## config.mk

```make
export PLATFORM = sky130hd
export DESIGN_NAME = murmur64a_key_hash_top
export DESIGN_NICKNAME = d
export VERILOG_FILES = /design/src/sv/m64a_pkg.sv /design/src/sv/m64a_mul.sv /design/src/sv/murmur64a_key_hash_top.sv
export SDC_FILE = /design/constraint.sdc
export NUM_CORES = 2
export LEC_CHECK = 0
export ABC_CLOCK_PERIOD_IN_PS = 17330
export BUFFER_PORTS_ARGS = -buffer_cell sky130_fd_sc_hd__buf_2
export CAP_MARGIN = 20
export CORE_UTILIZATION = 55
export DETAILED_ROUTE_END_ITERATION = 10
export GPL_ROUTABILITY_DRIVEN = 0
export PLACE_DENSITY = 0.72
export SLEW_MARGIN = 20
export SYNTH_ARGS = -nofsm -noshare
export SYNTH_HDL_FRONTEND = slang
export SYNTH_SLANG_ARGS = --single-unit
```

## constraint.sdc

```tcl
create_clock -name aclk -period 17.33 [get_ports aclk]
set_input_delay 2.5995 -clock aclk [delete_from_list [all_inputs] [get_ports aclk]]
set_output_delay 2.5995 -clock aclk [all_outputs]
set_load 0.05 [all_outputs]
```

## src/sv/m64a_pkg.sv

```systemverilog
// shared constants and register codes for the 64-bit murmur key hash
// no dependencies; used by m64a_mul and murmur64a_key_hash_top
`default_nettype none

package m64a_pkg;

    // mixing multiplier and shift
    localparam logic [63:0] MUR_M = 64'hc6a4a7935bd1e995;
    localparam int unsigned MUR_R = 47;

    // configuration port
    localparam int unsigned CFG_IDX_W = 4;
    localparam logic [CFG_IDX_W-1:0] CFG_KEY_LENGTH = CFG_IDX_W'(0);
    localparam logic [CFG_IDX_W-1:0] CFG_HASH_SEED  = CFG_IDX_W'(1);

    // register reset values
    localparam logic [7:0]  KEY_LENGTH_RST = 8'd31;
    localparam logic [63:0] HASH_SEED_RST  = 64'd1860628;

endpackage

`default_nettype wire

```

## src/sv/m64a_mul.sv

```systemverilog
// iterative 64x64 low-half multiply by the murmur constant on one 32x32 multiplier
// depends on m64a_pkg for the constant
`default_nettype none

module m64a_mul (
    input  wire logic        aclk,
    input  wire logic        aresetn,
    input  wire logic        start,
    input  wire logic [63:0] a,
    output logic             done,
    output logic [63:0]      p
);

    logic        busy_reg;
    logic [1:0]  step_reg;
    logic [63:0] a_reg;
    logic [63:0] pp_reg;
    logic        pp_vld_reg;
    logic        pp_sh_reg;
    logic        pp_last_reg;
    logic [63:0] acc_reg;
    logic        done_reg;

    logic [31:0] mx;
    logic [31:0] my;
    logic [63:0] mprod;
    logic [63:0] acc_add;

    // operand select: lo*lo, lo*hi, hi*lo; the hi*hi term falls off the top
    always_comb begin
        mx      = (step_reg == 2'd2) ? a_reg[63:32] : a_reg[31:0];
        my      = (step_reg == 2'd1) ? m64a_pkg::MUR_M[63:32] : m64a_pkg::MUR_M[31:0];
        mprod   = {32'b0, mx} * {32'b0, my};
        acc_add = pp_sh_reg ? {pp_reg[31:0], 32'b0} : pp_reg;
    end

    // step control
    always_ff @(posedge aclk) begin
        if (!aresetn) begin
            busy_reg   <= 1'b0;
            step_reg   <= 2'd0;
            pp_vld_reg <= 1'b0;
            done_reg   <= 1'b0;
        end else begin
            done_reg   <= pp_vld_reg && pp_last_reg;
            pp_vld_reg <= busy_reg;
            if (start) begin
                busy_reg <= 1'b1;
                step_reg <= 2'd0;
            end else if (busy_reg) begin
                step_reg <= step_reg + 2'd1;
                if (step_reg == 2'd2) begin
                    busy_reg <= 1'b0;
                end
            end
        end
    end

    // partial product register and accumulator
    always_ff @(posedge aclk) begin
        if (busy_reg) begin
            pp_reg      <= mprod;
            pp_sh_reg   <= (step_reg != 2'd0);
            pp_last_reg <= (step_reg == 2'd2);
        end
        if (start) begin
            a_reg   <= a;
            acc_reg <= 64'b0;
        end else if (pp_vld_reg) begin
            acc_reg <= acc_reg + acc_add;
        end
    end

    assign done = done_reg;
    assign p    = acc_reg;

endmodule

`default_nettype wire

```

## src/sv/murmur64a_key_hash_top.sv

```systemverilog
// 64-bit murmur key hash: one hash per key of configured length, fed as 64-bit words
// depends on m64a_pkg and m64a_mul (shared multiplier)
// each 64-bit multiply runs on the shared 32x32 multiplier as 3 partial products
// full word: 3 multiplies; tail word: 1 multiply
// first word of a key adds a multiply for the seeded start value; last word adds
// a finalization multiply and the output register; empty key: one multiply per word
// aresetn (synchronous) restores key_length 31, the reset seed and an empty key
`default_nettype none

module murmur64a_key_hash_top #(
    parameter int unsigned MAX_KEY_BYTES = 255
) (
    input  wire logic                           aclk,
    input  wire logic                           aresetn,
    // key word input
    input  wire logic                           s_tvalid,
    output logic                                s_tready,
    input  wire logic [63:0]                    s_tdata,   // [63:0] key_word
    // hash output
    output logic                                m_tvalid,
    input  wire logic                           m_tready,
    output logic [63:0]                         m_tdata,   // [63:0] hash_value
    // configuration writes
    input  wire logic                           cfg_valid,
    output logic                                cfg_ready,
    input  wire logic [m64a_pkg::CFG_IDX_W-1:0] cfg_index,
    input  wire logic [63:0]                    cfg_data
);

    localparam int unsigned WIDX_W = $clog2(MAX_KEY_BYTES / 8 + 2);

    localparam logic [2:0] ST_IDLE    = 3'd0;
    localparam logic [2:0] ST_INIT    = 3'd1;
    localparam logic [2:0] ST_K1      = 3'd2;
    localparam logic [2:0] ST_K2      = 3'd3;
    localparam logic [2:0] ST_HMIX    = 3'd4;
    localparam logic [2:0] ST_TAIL    = 3'd5;
    localparam logic [2:0] ST_FIN     = 3'd6;
    localparam logic [2:0] ST_DELIVER = 3'd7;

    logic [2:0]        state_reg,    state_next;
    logic [7:0]        klen_reg,     klen_next;
    logic [63:0]       seed_reg,     seed_next;
    logic [WIDX_W-1:0] widx_reg,     widx_next;
    logic [63:0]       hash_reg,     hash_next;
    logic [63:0]       word_reg,     word_next;
    logic              m_tvalid_reg, m_tvalid_next;
    logic [63:0]       m_tdata_reg,  m_tdata_next;

    logic              mul_start;
    logic [63:0]       mul_a;
    logic              mul_done;
    logic [63:0]       mul_p;

    logic [7:0]        eff_len;
    logic [7:0]        total_words;
    logic [63:0]       tail_mask;
    logic [WIDX_W-1:0] widx_inc;
    logic              launch;
    logic [63:0]       launch_h;
    logic [63:0]       launch_w;

    m64a_mul u_mul (
        .aclk    (aclk),
        .aresetn (aresetn),
        .start   (mul_start),
        .a       (mul_a),
        .done    (mul_done),
        .p       (mul_p)
    );

    // effective length, word count and tail byte mask
    always_comb begin
        eff_len     = (klen_reg > 8'(MAX_KEY_BYTES)) ? 8'(MAX_KEY_BYTES) : klen_reg;
        total_words = {3'b0, eff_len[7:3]} + {7'b0, (eff_len[2:0] != 3'd0)};
        for (int b = 0; b < 8; b++) begin
            tail_mask[b*8 +: 8] = (3'(b) < eff_len[2:0]) ? 8'hFF : 8'h00;
        end
        widx_inc = widx_reg + WIDX_W'(1);
    end

    assign s_tready  = (state_reg == ST_IDLE);
    assign cfg_ready = 1'b1;

    // sequencer
    always_comb begin
        state_next    = state_reg;
        klen_next     = klen_reg;
        seed_next     = seed_reg;
        widx_next     = widx_reg;
        hash_next     = hash_reg;
        word_next     = word_reg;
        m_tvalid_next = m_tvalid_reg;
        m_tdata_next  = m_tdata_reg;
        mul_start     = 1'b0;
        mul_a         = 64'b0;
        launch        = 1'b0;
        launch_h      = hash_reg;
        launch_w      = word_reg;

        if (m_tvalid_reg && m_tready) begin
            m_tvalid_next = 1'b0;
        end

        case (state_reg)
            ST_IDLE: begin
                if (s_tvalid) begin
                    word_next = s_tdata;
                    if (eff_len == 8'd0) begin
                        // empty key: hash of the seed alone
                        mul_start  = 1'b1;
                        mul_a      = seed_reg ^ (seed_reg >> m64a_pkg::MUR_R);
                        state_next = ST_FIN;
                    end else if (widx_reg == '0) begin
                        // first word: seed ^ (len * m)
                        mul_start  = 1'b1;
                        mul_a      = {56'b0, eff_len};
                        state_next = ST_INIT;
                    end else begin
                        launch   = 1'b1;
                        launch_w = s_tdata;
                    end
                end
            end
            ST_INIT: begin
                if (mul_done) begin
                    launch   = 1'b1;
                    launch_h = seed_reg ^ mul_p;
                end
            end
            ST_K1: begin
                if (mul_done) begin
                    mul_start  = 1'b1;
                    mul_a      = mul_p ^ (mul_p >> m64a_pkg::MUR_R);
                    state_next = ST_K2;
                end
            end
            ST_K2: begin
                if (mul_done) begin
                    hash_next  = hash_reg ^ mul_p;
                    mul_start  = 1'b1;
                    mul_a      = hash_reg ^ mul_p;
                    state_next = ST_HMIX;
                end
            end
            ST_HMIX, ST_TAIL: begin
                if (mul_done) begin
                    hash_next = mul_p;
                    if (8'(widx_inc) >= total_words) begin
                        widx_next  = '0;
                        mul_start  = 1'b1;
                        mul_a      = mul_p ^ (mul_p >> m64a_pkg::MUR_R);
                        state_next = ST_FIN;
                    end else begin
                        widx_next  = widx_inc;
                        state_next = ST_IDLE;
                    end
                end
            end
            ST_FIN: begin
                if (mul_done) begin
                    hash_next  = mul_p ^ (mul_p >> m64a_pkg::MUR_R);
                    state_next = ST_DELIVER;
                end
            end
            ST_DELIVER: begin
                if (!m_tvalid_reg || m_tready) begin
                    m_tvalid_next = 1'b1;
                    m_tdata_next  = hash_reg;
                    state_next    = ST_IDLE;
                end
            end
            default: begin
                state_next = ST_IDLE;
            end
        endcase

        // start a word: full words go through the k mix, the tail goes straight to h
        if (launch) begin
            if (8'(widx_reg) < {3'b0, eff_len[7:3]}) begin
                hash_next  = launch_h;
                mul_start  = 1'b1;
                mul_a      = launch_w;
                state_next = ST_K1;
            end else begin
                hash_next  = launch_h ^ (launch_w & tail_mask);
                mul_start  = 1'b1;
                mul_a      = launch_h ^ (launch_w & tail_mask);
                state_next = ST_TAIL;
            end
        end

        // a key length or hash seed write drops any partial key; other indices are ignored
        if (cfg_valid) begin
            case (cfg_index)
                m64a_pkg::CFG_KEY_LENGTH: begin
                    klen_next = cfg_data[7:0];
                    widx_next = '0;
                end
                m64a_pkg::CFG_HASH_SEED: begin
                    seed_next = cfg_data;
                    widx_next = '0;
                end
                default: begin
                end
            endcase
        end
    end

    // control and configuration registers
    always_ff @(posedge aclk) begin
        if (!aresetn) begin
            state_reg    <= ST_IDLE;
            klen_reg     <= m64a_pkg::KEY_LENGTH_RST;
            seed_reg     <= m64a_pkg::HASH_SEED_RST;
            widx_reg     <= '0;
            m_tvalid_reg <= 1'b0;
        end else begin
            state_reg    <= state_next;
            klen_reg     <= klen_next;
            seed_reg     <= seed_next;
            widx_reg     <= widx_next;
            m_tvalid_reg <= m_tvalid_next;
        end
    end

    // payload registers
    always_ff @(posedge aclk) begin
        hash_reg    <= hash_next;
        word_reg    <= word_next;
        m_tdata_reg <= m_tdata_next;
    end

    assign m_tvalid = m_tvalid_reg;
    assign m_tdata  = m_tdata_reg;

    // an accepted word always starts work when no configuration write is present
    a_accept_busy: assert property (@(posedge aclk) disable iff (!aresetn)
        s_tvalid && s_tready && !cfg_valid |=> state_reg != ST_IDLE)
        else $error("accepted word did not start processing");

    // the multiplier only finishes while a multiply state waits for it
    a_done_state: assert property (@(posedge aclk) disable iff (!aresetn)
        mul_done |-> state_reg != ST_IDLE && state_reg != ST_DELIVER)
        else $error("multiplier finished outside a multiply state");

    // word count stays inside the key
    a_widx_range: assert property (@(posedge aclk) disable iff (!aresetn)
        eff_len != 8'd0 |-> 8'(widx_reg) < total_words)
        else $error("word index past end of key");

    // a result is only loaded from the delivery state
    a_out_load: assert property (@(posedge aclk) disable iff (!aresetn)
        $rose(m_tvalid) |-> $past(state_reg) == ST_DELIVER)
        else $error("output loaded outside delivery");

endmodule

`default_nettype wire

```

==> reports/results.tsv <==
stage	metric	value	unit
run_status	status	finished, final reports clean	
yosys	sequential fraction of the synthesis area	24.2	%
cts	Num CTS Buffers	47	
yosys	Yosys warning count	0	
floorplanning	initial core utilization	55.9	%
route	drt pass-1 iters	7	
cts	Max clock buf depth	3	
setup_path	CP most frequent cell	fa_1	
setup_path	CP peak stage delay	820	ps
timing	setup TNS	0	ps
timing	crit share post-route	62.5	%
yosys	largest cells by area after synthesis	fa_1, edfxtp_1, ha_1	
cts	cts repair resizes	0	
floorplanning	IO Count	204	
route	total number of vias	42300	
setup_path	WS Path Type	reg -> reg	
yosys	synthesized flop and latch total	473	
global_routing	gr ovfl total	0	
yosys	Post-Syn Instances	5578	
yosys	Async S/R FF share, synth	0	%
yosys	Synth cell types	88	
setup_path	CP required	17650	ps
yosys	Synth top area share	23.8	%
setup_path	CP endpoint kind	flop	
global_routing	number of global-route vias before repair	40700	
cells_and_area	share of post-route cells with drive strength above 1	7.78	%
yosys	Synth Cell Area	0.0524	mm^2
cts	Root Driver	clkbuf_16	
timing	Slew @ Worst Pin	1180	ps
route	Post-DRT Antenna Nets	0	
timing	Setup Viol. Count Final	0	
cells_and_area	# nets final	6879	
cts	H-tree Lvls	2	
cells_and_area	most frequent cells in the layout	inv_1, fa_1, nand2_1, ha_1, nor2_1	
cts	Clock transition at path regs	70	ps
floorplanning	die area	0.0964	mm^2
job	max_cap viols	0	
global_routing	largest net degree at the start of global routing	78	
cells_and_area	most common cell after layout, fill and taps aside	inv_1	
floorplanning	row count	112	
timing	RSZ-0062 raised after global routing	no	
yosys	area leader, netlist	fa_1	
global_routing	initial antenna violation count	10	
route	drc violations	0	
floorplanning	Die X	311	um
yosys	top_reg_cell synth	edfxtp_1	
floorplanning	die height	311	um
global_routing	first-pass GRT wire length	249000	um
place	Post-DP HPWL	131000	um
setup_path	worst path arrival time	11160	ps
place	port bufs	202	
setup_path	Critical Path Start Type	flop	
setup_path	CP max stage cell	mux2i_1	
cells_and_area	Area growth syn-to-layout	7.12	%
route	DRT iter0 DRCs	5503	
setup_path	delay-heaviest family, CP	adder cells	
cts	post-CTS setup buffers	0	
timing	min Tclk post-route	10840	ps
cts	TritonCTS clock tree	built	
timing	fin. max-slew vios	0	
yosys	Post-synth EDFFs	322	
cts	clock sinks	473	
route	vias per cell	6.10	
timing	Final Hold Viols	0	
setup_path	CP Max Fanout	22	
timing	Slew HR	21.4	%
floorplanning	core area	0.0937	mm^2
setup_path	worst path buffer plus inverter count	7	
cts	hold buffer count at cts	0	
yosys	Syn Area/Cell	9.39	um^2
route	total wire length	165000	um
route	detailed-route wire length per cell	23.8	um
timing	Worst Skew	33.9	ps
cts	Worst-Skew Late Latency	610	ps
global_routing	gr usage total	33.9	%
timing	fmax	0.0923	GHz
hold_path	Min-Delay Path Class	reg -> reg	
-- metrics by stage --
step                      utilization, %  hold slack [ps]  area, um^2  setup slack, ps  instances
after floorplan                        -              458       52400             8010       5579
after global placement              58.1              474       54500             6800       6849
after detailed placement            58.1              480       54500             6680       6849
after CTS                           59.8              488       56100             6610       6937
after global routing                59.8              505       56100             6130       6937
final                               59.8              490       56100             6490       6938
-- final timing paths --
kind / start / end / slack [ps] / cells past startpoint
min: seed_reg[45] / seed_reg[45] / 490 / 2
max reg2reg: u_mul.step_reg[0] / u_mul.pp_reg[60] / 6490 / 30
min reg2reg: seed_reg[45] / seed_reg[45] / 490 / 2
max: u_mul.step_reg[0] / u_mul.pp_reg[60] / 6490 / 30
-- cell type report --
type / instances / area, um^2
fillers: 7975 / 37700
multi-input cells: 3989 / 35500
flip-flops and latches: 473 / 12700
inverters: 877 / 3290
well taps: 1254 / 1570
repair buffers: 256 / 1430
clock buffers: 68 / 1390
clock inverters: 20 / 199
diodes: 1 / 2.50
-- metal layers --
layer	up-vias	global-route usage (%)	wire length [um]	part of all wire, %
li1	18700	-	-	-
met1	20700	47.4	66000	40
met2	2498	51.6	72400	44
met3	441	6.11	18400	11
met4	6	14.6	8580	5.2
met5	-	0	34	0.021
-- synth_stat cells, types with 5 or more instances --
master      n
nand4_1    25
nand3_1    66
nor4_1      5
or2_2      17
ha_1      475
xor2_1     84
buf_1      33
and2_1     22
o21bai_1   40
or3_1       5
a211oi_1   24
a21oi_1   420
nand2b_1   22
o31ai_1     7
buf_4       9
a31oi_1    24
inv_1     871
a21o_1    104
o21a_1     15
buf_6       5
a31o_2      5
mux2i_1   112
a21oi_2     9
a222oi_1   30
nor3_1     23
clkbuf_1  180
dfxtp_1   151
nor2b_1    44
buf_2      12
edfxtp_1  322
nand2_1   496
a22oi_1    25
o211ai_1   18
o21ai_0   244
nor2_1    466
o221ai_1   22
and3_1     28
mux2_2     38
xnor2_1   248
a221o_1    36
o22ai_1    44
o21ai_1    56
fa_1      623
-- worst reg2reg max path: cells and delay by family, from the launching register on --
family                   cells  cell delay, ps
adder cells (fa/ha/maj)     10            5160
AO/OA/AOI/OAI                6            1560
buffers and inverters        7            1310
AND/OR/NAND/NOR              5            1190
multiplexers                 1             830
flip-flops                   1             350
XOR/XNOR                     1             150
-- kinds of logic after synthesis --
group,after synthesis,synth area share (%)
simple gates,1235,10.0
xor+xnor,332,5.55
flops,473,24.2
buf+inv,1117,8.18
compound gates,1171,13.9
other cells,2,0.0143
mux,150,2.96
fa+ha+maj,1098,35.2
Power is not shown: default switching activity piles up to over one toggle a cycle in this logic, so the estimate is an artifact.
